===== config.mk =====
export PLATFORM = sky130hd
export DESIGN_NAME = sector_cache_score_replacement
export DESIGN_NICKNAME = d
export VERILOG_FILES = /design/src/rtl/scsr_pkg.sv /design/src/rtl/scsr_ctrl.sv /design/src/rtl/scsr_datapath.sv /design/src/rtl/sector_cache_score_replacement.sv
export SDC_FILE = /design/constraint.sdc
export NUM_CORES = 1
export LEC_CHECK = 0
export BUFFER_PORTS_ARGS = -buffer_cell sky130_fd_sc_hd__buf_4
export CAP_MARGIN = 30
export CORE_ASPECT_RATIO = 0.8
export CORE_MARGIN = 8
export CORE_UTILIZATION = 56
export CTS_CLUSTER_DIAMETER = 100
export DETAILED_ROUTE_END_ITERATION = 7
export PLACE_DENSITY = 0.82
export REMOVE_ABC_BUFFERS = 1
export SETUP_SLACK_MARGIN = 0.15
export SLEW_MARGIN = 30
export SYNTH_ARGS = -nofsm -noshare
export SYNTH_HDL_FRONTEND = slang
export SYNTH_SLANG_ARGS = --single-unit

===== constraint.sdc =====
create_clock -name i_clk -period 20.6 [get_ports i_clk]
set_input_delay 2.06 -clock i_clk [delete_from_list [all_inputs] [get_ports i_clk]]
set_output_delay 2.06 -clock i_clk [all_outputs]
set_load 0.005 [all_outputs]

===== src/rtl/scsr_pkg.sv =====
// Shared constants, types and helper functions for the sector cache
// tag and replacement block. No dependencies.
package scsr_pkg;

    localparam int ENTRIES           = 8;
    localparam int SECTORS_PER_ENTRY = 8;
    localparam int SCORE_BITS        = 16;

    localparam int IDX_W   = (ENTRIES > 1) ? $clog2(ENTRIES) : 1;
    localparam int OFF_W   = $clog2(SECTORS_PER_ENTRY);
    localparam int BOUND_W = 33;

    localparam logic [IDX_W-1:0] LAST_IDX   = IDX_W'(ENTRIES - 1);
    localparam logic [31:0]      RESET_BASE = 32'hFFFF_FFF0;
    localparam logic [31:0]      SPE_32     = 32'(SECTORS_PER_ENTRY);

    typedef logic signed [SCORE_BITS-1:0] t_score;
    typedef logic signed [SCORE_BITS+1:0] t_score_x;
    typedef logic signed [BOUND_W-1:0]    t_bound;

    localparam t_score_x SC_MAX_X    = {3'b000, {(SCORE_BITS-1){1'b1}}};
    localparam t_score_x SC_MIN_X    = {3'b111, {(SCORE_BITS-1){1'b0}}};
    localparam t_score_x MATCH_BONUS = t_score_x'(2);
    localparam t_bound   SEARCH_BOUND = t_bound'(33'sh0FFF_FFFF);

    typedef struct packed {
        logic             start;
        logic             scan;
        logic [IDX_W-1:0] idx;
        logic             finish;
    } t_dp_cmd;

    // saturating score add
    function automatic t_score sat_add(input t_score s, input t_score_x d);
        t_score_x r;
        r = t_score_x'(s) + d;
        if (r > SC_MAX_X) begin
            r = SC_MAX_X;
        end else if (r < SC_MIN_X) begin
            r = SC_MIN_X;
        end
        return t_score'(r);
    endfunction

    // entry*8 + offset, kept to 6 bits
    function automatic logic [5:0] slot_of(input logic [IDX_W-1:0] idx,
                                           input logic [OFF_W-1:0] off);
        logic [IDX_W+OFF_W+5:0] t;
        t = {6'b0, idx, off};
        return t[5:0];
    endfunction

    function automatic logic [2:0] entry_of(input logic [IDX_W-1:0] idx);
        logic [IDX_W+2:0] t;
        t = {3'b0, idx};
        return t[2:0];
    endfunction

endpackage


===== src/rtl/scsr_ctrl.sv =====
// Sequencer for the sector cache: request intake, entry scan, result commit.
// Depends on scsr_pkg.
module scsr_ctrl (
    input  logic              i_clk,
    input  logic              i_rst_n,
    input  logic              i_s_tvalid,
    output logic              o_s_tready,
    output logic              o_m_tvalid,
    input  logic              i_m_tready,
    output scsr_pkg::t_dp_cmd o_cmd
);

    typedef enum logic [1:0] {
        S_IDLE,
        S_SCAN,
        S_FIN
    } t_state;

    t_state                    r_state;
    logic [scsr_pkg::IDX_W-1:0] r_idx;
    logic                      r_out_valid;
    logic                      w_accept;
    logic                      w_commit;

    assign w_accept = (r_state == S_IDLE) && i_s_tvalid;
    // result register free, or being drained this cycle
    assign w_commit = (r_state == S_FIN) && (!r_out_valid || i_m_tready);

    assign o_s_tready    = (r_state == S_IDLE);
    assign o_m_tvalid    = r_out_valid;
    assign o_cmd.start   = w_accept;
    assign o_cmd.scan    = (r_state == S_SCAN);
    assign o_cmd.idx     = r_idx;
    assign o_cmd.finish  = w_commit;

    always_ff @(posedge i_clk) begin
        if (!i_rst_n) begin
            r_state     <= S_IDLE;
            r_idx       <= '0;
            r_out_valid <= 1'b0;
        end else begin
            if (w_commit) begin
                r_out_valid <= 1'b1;
            end else if (i_m_tready) begin
                r_out_valid <= 1'b0;
            end
            unique case (r_state)
                S_IDLE: begin
                    r_idx <= '0;
                    if (w_accept) begin
                        r_state <= S_SCAN;
                    end
                end
                S_SCAN: begin
                    if (r_idx == scsr_pkg::LAST_IDX) begin
                        r_state <= S_FIN;
                    end else begin
                        r_idx <= r_idx + 1'b1;
                    end
                end
                S_FIN: begin
                    if (w_commit) begin
                        r_state <= S_IDLE;
                    end
                end
                default: begin
                    r_state <= S_IDLE;
                end
            endcase
        end
    end

`ifndef ASSERT_OFF
    a_accept_to_scan: assert property (@(posedge i_clk) disable iff (!i_rst_n)
        w_accept |=> (r_state == S_SCAN) && (r_idx == '0))
        else $error("accepted request did not start a scan at entry zero");

    a_fin_holds: assert property (@(posedge i_clk) disable iff (!i_rst_n)
        (r_state == S_FIN) && r_out_valid && !i_m_tready |=> (r_state == S_FIN))
        else $error("result committed over an undelivered one");

    a_idx_range: assert property (@(posedge i_clk) disable iff (!i_rst_n)
        (r_state == S_SCAN) |-> (r_idx <= scsr_pkg::LAST_IDX))
        else $error("scan index beyond last entry");

    a_commit_sets_valid: assert property (@(posedge i_clk) disable iff (!i_rst_n)
        w_commit |=> r_out_valid && (r_state == S_IDLE))
        else $error("commit did not present a result");
`endif

endmodule


===== src/rtl/scsr_datapath.sv =====
// Tag/score storage, per-entry match and score update, victim tracking,
// counters and the result register. Depends on scsr_pkg.
module scsr_datapath (
    input  logic              i_clk,
    input  logic              i_rst_n,
    input  scsr_pkg::t_dp_cmd i_cmd,
    input  logic [31:0]       i_sector,
    output logic [111:0]      o_result
);

    logic [31:0]              r_base  [scsr_pkg::ENTRIES];
    scsr_pkg::t_score         r_score [scsr_pkg::ENTRIES];
    logic [31:0]              r_access;
    logic [31:0]              r_hits;
    logic [31:0]              r_sector;

    logic                       r_found;
    logic [scsr_pkg::IDX_W-1:0] r_found_idx;
    logic [scsr_pkg::OFF_W-1:0] r_found_off;
    logic [scsr_pkg::IDX_W-1:0] r_vic_idx;
    scsr_pkg::t_score           r_vic_score;
    scsr_pkg::t_bound           r_bound;
    logic [111:0]               r_result;

    logic [31:0]      w_base;
    logic [31:0]      w_top;
    logic [31:0]      w_diff;
    logic             w_match;
    scsr_pkg::t_score w_cur;
    scsr_pkg::t_score w_bumped;
    scsr_pkg::t_score w_new;
    scsr_pkg::t_bound w_new_b;
    logic [31:0]      n_access;
    logic [31:0]      n_hits;

    assign w_base  = r_base[i_cmd.idx];
    assign w_cur   = r_score[i_cmd.idx];
    assign w_top   = w_base + scsr_pkg::SPE_32;
    assign w_diff  = r_sector - w_base;
    assign w_match = (r_sector >= w_base) && (r_sector < w_top);

    always_comb begin
        w_bumped = (w_cur < 0) ? '0 : w_cur;
        w_bumped = scsr_pkg::sat_add(w_bumped, scsr_pkg::MATCH_BONUS);
        w_new    = scsr_pkg::sat_add(w_match ? w_bumped : w_cur, -scsr_pkg::t_score_x'(1));
    end

    assign w_new_b  = scsr_pkg::t_bound'(w_new);
    assign n_access = r_access + 32'd1;
    assign n_hits   = r_hits + 32'd1;

    always_ff @(posedge i_clk) begin
        if (!i_rst_n) begin
            for (int i = 0; i < scsr_pkg::ENTRIES; i++) begin
                r_base[i]  <= scsr_pkg::RESET_BASE;
                r_score[i] <= '0;
            end
            r_access <= '0;
            r_hits   <= '0;
        end else begin
            if (i_cmd.scan) begin
                r_score[i_cmd.idx] <= w_new;
            end
            if (i_cmd.finish) begin
                r_access <= n_access;
                if (r_found) begin
                    r_hits <= n_hits;
                end else begin
                    r_score[r_vic_idx] <= scsr_pkg::sat_add(r_vic_score,
                                                            scsr_pkg::t_score_x'(1));
                    r_base[r_vic_idx]  <= r_sector;
                end
            end
        end
    end

    // scan bookkeeping and result payload
    always_ff @(posedge i_clk) begin
        if (i_cmd.start) begin
            r_sector <= i_sector;
            r_found  <= 1'b0;
            r_bound  <= scsr_pkg::SEARCH_BOUND;
        end
        if (i_cmd.scan) begin
            if (w_match) begin
                r_found     <= 1'b1;
                r_found_idx <= i_cmd.idx;
                r_found_off <= w_diff[scsr_pkg::OFF_W-1:0];
            end
            // entry zero is the fallback victim even when not below the bound
            if (i_cmd.idx == '0 || w_new_b < r_bound) begin
                r_vic_idx   <= i_cmd.idx;
                r_vic_score <= w_new;
            end
            if (w_new_b < r_bound) begin
                r_bound <= w_new_b;
            end
        end
        if (i_cmd.finish) begin
            if (r_found) begin
                r_result <= {5'b0, n_hits, n_access, 32'd0, 1'b0,
                             scsr_pkg::slot_of(r_found_idx, r_found_off),
                             scsr_pkg::entry_of(r_found_idx), 1'b1};
            end else begin
                r_result <= {5'b0, r_hits, n_access, r_sector, 1'b1,
                             scsr_pkg::slot_of(r_vic_idx, '0),
                             scsr_pkg::entry_of(r_vic_idx), 1'b0};
            end
        end
    end

    assign o_result = r_result;

endmodule


===== src/rtl/sector_cache_score_replacement.sv =====
// Top level of the sector cache tag and replacement block: joins the
// sequencer and the datapath. Depends on scsr_pkg, scsr_ctrl, scsr_datapath.
//
//  channel | dir | tdata bits (low first)
//  --------+-----+-----------------------------------------------------------
//  s       | in  | [31:0] sector_number
//  m       | out | [0] hit, [3:1] entry_index, [9:4] slot_index,
//          |     | [10] fill_request, [42:11] fill_start_sector,
//          |     | [74:43] access_total, [106:75] hit_total, [111:107] zero
//
// A request is taken, then the single match/score unit walks the tags one
// entry after another, and then the result is committed.
// Reset restores all tags to 0xFFFFFFF0 and zeroes scores and counters at once.
// The result register lets the next request enter while a result waits;
// that request then holds in its commit step until the old result is taken.
module sector_cache_score_replacement (
    input  logic         i_clk,
    input  logic         i_rst_n,
    input  logic         i_s_tvalid,
    output logic         o_s_tready,
    input  logic [31:0]  i_s_tdata,   // [31:0] sector_number
    output logic         o_m_tvalid,
    input  logic         i_m_tready,
    output logic [111:0] o_m_tdata    // hit, entry_index, slot_index, fill_request,
                                      // fill_start_sector, access_total, hit_total
);

    scsr_pkg::t_dp_cmd w_cmd;

    scsr_ctrl u_ctrl (
        .i_clk      (i_clk),
        .i_rst_n    (i_rst_n),
        .i_s_tvalid (i_s_tvalid),
        .o_s_tready (o_s_tready),
        .o_m_tvalid (o_m_tvalid),
        .i_m_tready (i_m_tready),
        .o_cmd      (w_cmd)
    );

    scsr_datapath u_dp (
        .i_clk    (i_clk),
        .i_rst_n  (i_rst_n),
        .i_cmd    (w_cmd),
        .i_sector (i_s_tdata),
        .o_result (o_m_tdata)
    );

endmodule

==> reports/results.ini, run 1 <==
[worst_setup_path]
max_stage_delay_ns=0.75
path_buf_inv=5
arrival_ns=13.23
crit_top_cell=a21o_1
ff2ff_path_depth=47
critPathTopFamily=simple AND/OR/NAND/NOR gates
crit_path_end=u_dp.r_bound[8]
path_depth=47
cp_slowest_cell=dfxtp_4
rrSetupSlack_ns=7.89
crit_required_ns=21.11
path_max_fanout=47
setup.worst_path.end_class=flip-flop
r2r-end=u_dp.r_bound[8]
path_class=reg2reg
crit_path_start_kind=flip-flop

[route]
drt_iter0_markers=2327
drcViolationCount=0
routed_wl_um=81500
via_per_inst=6.18
routedWlPerCell_um=23.4
first_pass_iters=6
vias=21478
ant_nets=0

[die]
start_util=0.567
die_h_um=231
core_um2=56800
die_w_um=284
dieArea_um2=65500
rows=78
ios=150

[outcome]
status=completed

[global_route]
grt_pass1_vias=21470
grt_max_degree=105
antenna_found_initial=3
overflow=0
grt.total_usage=0.242
grt_first_pass_wirelength_um=125000

[clocking]
clk_latency_ns=0.64
clk_pin_slew_ns=0.06
root_buffer=clkbuf_16
cts_buffer_depth=3
cts_tree=yes
post_cts_resized=0
cts_made_buffers=61
cts_hold_buf=0
cts_setup_buffers=0
cts-htree-levels=2
cts_sinks=652

[power]
p_comb_frac=0.105
clockPowerShare=0.383
seqPwrFrac=0.512
power.density_nw_per_um2=82.0
switching_power_uw=726
irDropWorstVdd_mv=0.0667
switching_share=0.246
leakage_uw=0.0122
intPower_uw=2230

[timing]
finalHoldViolations=0
tns_ns=0
worstMarginPinSlew_ns=1.04
clock.fmax_mhz=78.7
period_share=0.617
fin_ws_ns=7.89
skew_ns=0.0262
min_period_ns=12.71
slew_headroom=0.298
grt_setup_unrepaired=false
setup_viol=0
drv_slew=0

[final_layout]
area_delta_synth_final_pct=11.8
drive_above_1_share=0.192
fillers=4178
fin_nets=2806
diodes=0

[placement]
portBuffers=144
dp_hpwl_um=52100
dpl_worst_slack_ns=8.05
place_congestion=0.919

[logic_synthesis]
synth_top_area_cell=edfxtp_1
synth_top_area_share=0.508
synth_top_cells_by_area=edfxtp_1, dfxtp_1, mux4_2, ha_1, xnor2_1
yosys_warnings=0
postSynth.asyncResetShare=0
yosysMostFrequentCell=edfxtp_1
synth.cell_area_um2=32200
syn_avg_cell_area_um2=12.6
yosys_most_used_dff=edfxtp_1
synth_cells=2556
seq_area_frac_synth=0.575
synth-seq-cells=652
synth_common_cells=edfxtp_1, nor2_1, nand2_1
synth_edf_count=545
synth_cell_types=87

[hold_path]
min_path_type=reg2reg

[flow_run]
cap_violations=0

==> worst reg2reg max path, delay by kind of cell (launching register included) <==
kind            cells  cell delay, ns
simple gates       20            4.58
compound gates     15            3.61
buf+inv             5            1.77
mux                 3            0.91
fa+ha+maj           3            0.85
flops               1            0.75
xor+xnor            1            0.14
==> flip-flops by register name, indices dropped and copies added, names as in the netlist, named ones only <==
signal             count
u_dp.r_base          256
u_dp.r_bound          33
u_dp.r_sector         32
u_dp.r_vic_score      16
u_dp.r_hits           32
u_ctrl.r_idx           3
u_dp.r_score         128
u_dp.o_result        104
u_ctrl.o_m_tvalid      1
u_dp.r_found_idx       3
u_ctrl.r_state         2
u_dp.r_found           1
u_dp.r_found_off       3
u_dp.r_access         32
u_dp.r_vic_idx         3
==> cell families after synthesis <==
group / count (synthesis) / synth area share
AND/OR/NAND/NOR: 1002 / 0.162
flip-flops: 652 / 0.575
AO/OA/AOI/OAI: 229 / 0.0486
buffers and inverters: 209 / 0.0286
multiplexers: 192 / 0.0998
XOR/XNOR: 165 / 0.0449
adder cells (fa/ha/maj): 106 / 0.0414
other: 1 / 0.000116
==> how the worst min path moves through the flow <==
stage	to	from	slack (ns)	cells after the start
after floorplan	u_dp.r_bound[28]	u_dp.r_bound[28]	0.44	2
after global placement	u_dp.r_bound[32]	u_dp.r_bound[32]	0.45	2
after detailed placement	u_dp.r_bound[32]	u_dp.r_bound[32]	0.46	2
after CTS	u_dp.r_bound[32]	u_dp.r_bound[32]	0.47	2
after global routing	u_dp.r_bound[32]	u_dp.r_bound[32]	0.49	2
final	u_dp.r_bound[32]	u_dp.r_bound[32]	0.47	2
==> power groups by stage <==
stage	Clock, uW	Combinational [uW]	Sequential (uW)
finish	1130	311	1510
global route	1190	340	1510
CTS	1140	306	1510
detailed placement	0	304	1540
global placement	0	294	1530
floorplan	0	206	1530
==> metrics by stage <==
stage          cells  instance area [um2]  utilization  hold WS, ns  total power, uW
3_5_place_dp    3360                34000        0.598        0.458             1840
3_3_place_gp    3360                34000        0.598        0.451             1830
5_1_grt         3476                36000        0.634        0.486             3040
4_1_cts         3475                36000        0.633        0.467             2960
6_report        3476                36000        0.634        0.465             2950
2_1_floorplan   2416                31500            -        0.439             1730
==> cell usage in the layout, fill, tap and decap left out, types with 30 or more instances in the layout <==
master       n
nand2_1    175
and2_1      65
nand3_1     52
nor3_1      31
edfxtp_1   545
dfxtp_1    103
mux2i_1     67
xnor2_1    103
nand4_1     30
or2_2       89
buf_4      182
a21oi_1     49
o21ai_0     43
ha_1       105
nor2b_1     46
and3_1      36
inv_1       58
clkbuf_16   61
nor2_1     229
xor2_1      62
mux4_2      87
nand2b_1    76
or3_1      112
==> per-layer routing <==
layer | up-vias | part of all wire | track usage
met5 | - | 0.00016 | 0
met4 | 2 | 0.021 | 0.0612
met3 | 126 | 0.11 | 0.0573
met2 | 1107 | 0.45 | 0.372
met1 | 10654 | 0.42 | 0.346
li1 | 9589 | - | -
==> area by class of cell <==
type | instances | area [um2] | share of cell area
clock buffers | 82 | 1690 | 0.0468
clock inverters | 33 | 310 | 0.00862
inverters | 65 | 249 | 0.00691
multi-input cells | 1699 | 12900 | 0.358
flip-flops and latches | 652 | 18500 | 0.514
well taps | 760 | 951 | 0.0264
repair buffers | 185 | 1400 | 0.0390
No activity file was read; power rests on OpenSTA's default activity.
==> run 2, diff against run 1 <==
--- a/config.mk
+++ b/config.mk
@@ -5,6 +5,7 @@
 export SDC_FILE = /design/constraint.sdc
 export NUM_CORES = 1
 export LEC_CHECK = 0
+export ABC_AREA = 1
 export BUFFER_PORTS_ARGS = -buffer_cell sky130_fd_sc_hd__buf_4
 export CAP_MARGIN = 30
 export CORE_ASPECT_RATIO = 0.8
@@ -12,7 +13,7 @@
 export CORE_UTILIZATION = 56
 export CTS_CLUSTER_DIAMETER = 100
 export DETAILED_ROUTE_END_ITERATION = 7
-export PLACE_DENSITY = 0.82
+export PLACE_DENSITY = 0.85
 export REMOVE_ABC_BUFFERS = 1
 export SETUP_SLACK_MARGIN = 0.15
 export SLEW_MARGIN = 30
==> constraint.sdc (replaced) <==
create_clock -name i_clk -period 10.76 [get_ports i_clk]
set_input_delay 1.076 -clock i_clk [delete_from_list [all_inputs] [get_ports i_clk]]
set_output_delay 1.076 -clock i_clk [all_outputs]
set_load 0.005 [all_outputs]
==> run 2 against run 1 <==
Total power grew 110%. Maximum frequency grew 31%. Register-to-register slack lost 6.8 ns. Combinational power grew to 3.0 times the previous value. Utilization shrank 0.44 points. Largest cell class unchanged. Critical path depth grew 3. Clock power grew 98%. Count of clock-buffer cells in the layout shrank 6. Routed wire length grew 6.7%. Design area grew 1.3%. Setup slack lost 6.8 ns. Flip-flop and latch count is the same.
==> reports/results.ini, run 2 <==
[route]
drcViolationCount=0
first_pass_iters=8
routedWlPerCell_um=19.3
drt_iter0_markers=3899
routed_wl_um=86900
ant_nets=0
vias=26156
via_per_inst=5.81

[worst_setup_path]
setup.worst_path.end_class=flip-flop
path_depth=50
crit_required_ns=11.08
path_buf_inv=5
max_stage_delay_ns=0.63
crit_path_start_kind=flip-flop
path_max_fanout=39
crit_top_cell=nand2_1
r2r-end=u_dp.r_vic_score[4]
critPathTopFamily=simple AND/OR/NAND/NOR gates
rrSetupSlack_ns=1.04
arrival_ns=10.05
cp_slowest_cell=dfxtp_4
path_class=reg2reg
ff2ff_path_depth=50

[clocking]
cts_tree=yes
cts_hold_buf=0
cts-htree-levels=2
clk_pin_slew_ns=0.07
cts_buffer_depth=3
root_buffer=clkbuf_16
clk_latency_ns=0.65
cts_made_buffers=60
cts_sinks=652

[logic_synthesis]
synth_top_area_share=0.500
yosys_most_used_dff=edfxtp_1
postSynth.asyncResetShare=0
synth_edf_count=545
yosys_warnings=0
synth_cell_types=50
yosysMostFrequentCell=nand2_1
synth_top_cells_by_area=edfxtp_1, nand2_1, dfxtp_1, nor2_1, o21ai_0
synth_common_cells=nand2_1, edfxtp_1, nor2_1
synth_cells=3595
seq_area_frac_synth=0.566
syn_avg_cell_area_um2=9.10
synth_top_area_cell=edfxtp_1
synth-seq-cells=652
synth.cell_area_um2=32700

[power]
intPower_uw=4390
power.density_nw_per_um2=166
switching_power_uw=1680
p_comb_frac=0.152
seqPwrFrac=0.478
clockPowerShare=0.369
leakage_uw=0.0147
irDropWorstVdd_mv=0.128
switching_share=0.277

[final_layout]
drive_above_1_share=0.102
diodes=0
final_common_cell=nand2_1
largest_reg_flops=256
area_delta_synth_final_pct=11.5
top_register=u_dp.r_base
layout_common_cells=nand2_1, edfxtp_1, nor2_1
fin_cells=4500
fin_nets=3822
post-route-util=0.630

[die]
ios=150
core_um2=57900
start_util=0.565
rows=79
die_w_um=286
dieArea_um2=66500
die_h_um=232

[global_route]
grt_max_degree=134
antenna_found_initial=0
grt_use_met3=0.0606
grt_first_pass_wirelength_um=135000
grt.total_usage=0.252
overflow=0
top_usage_layer=met2
grt_pass1_vias=24802
use_met1=0.347
grtUsageMet2=0.397

[timing]
setup_viol=0
min_period_ns=9.72
grt_setup_unrepaired=false
skew_ns=0.0369
clock.fmax_mhz=103
slew_headroom=0.303
tns_ns=0
drv_slew=0
whs_ns=0.520
finalHoldViolations=0
period_share=0.903
worstMarginPinSlew_ns=1.04

[outcome]
status=completed

[flow_run]
cap_violations=0

[hold_path]
hold_depth=0
min_from=u_ctrl.r_idx[0]
min_to=u_dp.r_vic_idx[0]
min_path_type=reg2reg

[placement]
portBuffers=144
dp_hpwl_um=54100
place_congestion=0.953
place_inst=4385

run 2: per-layer routing:
layer / routed length (um) / vias to the layer above
met5: 0 / -
li1: - / 12089
met3: 12100 / 227
met2: 38800 / 1794
met4: 2180 / 0
met1: 33900 / 12046
run 2: kinds of logic after synthesis:
logic type,after synthesis,synth area share
AO/OA/AOI/OAI,530,0.0871
XOR/XNOR,91,0.0244
adder cells (fa/ha/maj),106,0.0408
buffers and inverters,580,0.0732
flip-flops,652,0.566
other,1,0.000115
AND/OR/NAND/NOR,1635,0.209
run 2: repair_timing:
item                                    CTS  global route
buffers inserted                          0             0
gates resized for setup                   0            11
endpoints found under the setup margin    0            52
run 2: power by group through the flow:
stage / Sequential (uW) / Combinational, uW / Clock [uW]
after global placement: 2950 / 862 / 0
after detailed placement: 2950 / 891 / 0
after global routing: 2910 / 1030 / 2330
after floorplan: 2950 / 631 / 0
final: 2900 / 925 / 2240
after CTS: 2900 / 903 / 2230
run 2: how the worst max path moves through the flow:
stage / endpoint / start
final: u_dp.r_vic_score[4] / flip-flop
after global routing: u_dp.r_vic_score[8] / flip-flop
after CTS: u_dp.r_vic_score[8] / flip-flop
after detailed placement: u_dp.r_vic_score[4] / flip-flop
after global placement: u_dp.r_vic_score[4] / flip-flop
after floorplan: u_dp.r_vic_idx[0] / flip-flop
run 2: layout make-up:
type	count	area [um2]
clock inverters	37	402
flip-flops and latches	652	18500
fillers	4365	21500
well taps	769	962
inverters	414	1570
clock buffers	76	1670
multi-input cells	2367	11900
repair buffers	185	1480
run 2: metrics by stage:
stage	worst slack (ns)	total power [uW]	cell area, um2
final	1.04	6060	36500
after global routing	0.218	6270	36500
after CTS	0.269	6040	36400
after detailed placement	0.369	3840	34300
after global placement	0.655	3810	34300
after floorplan	-2.41	3580	31900
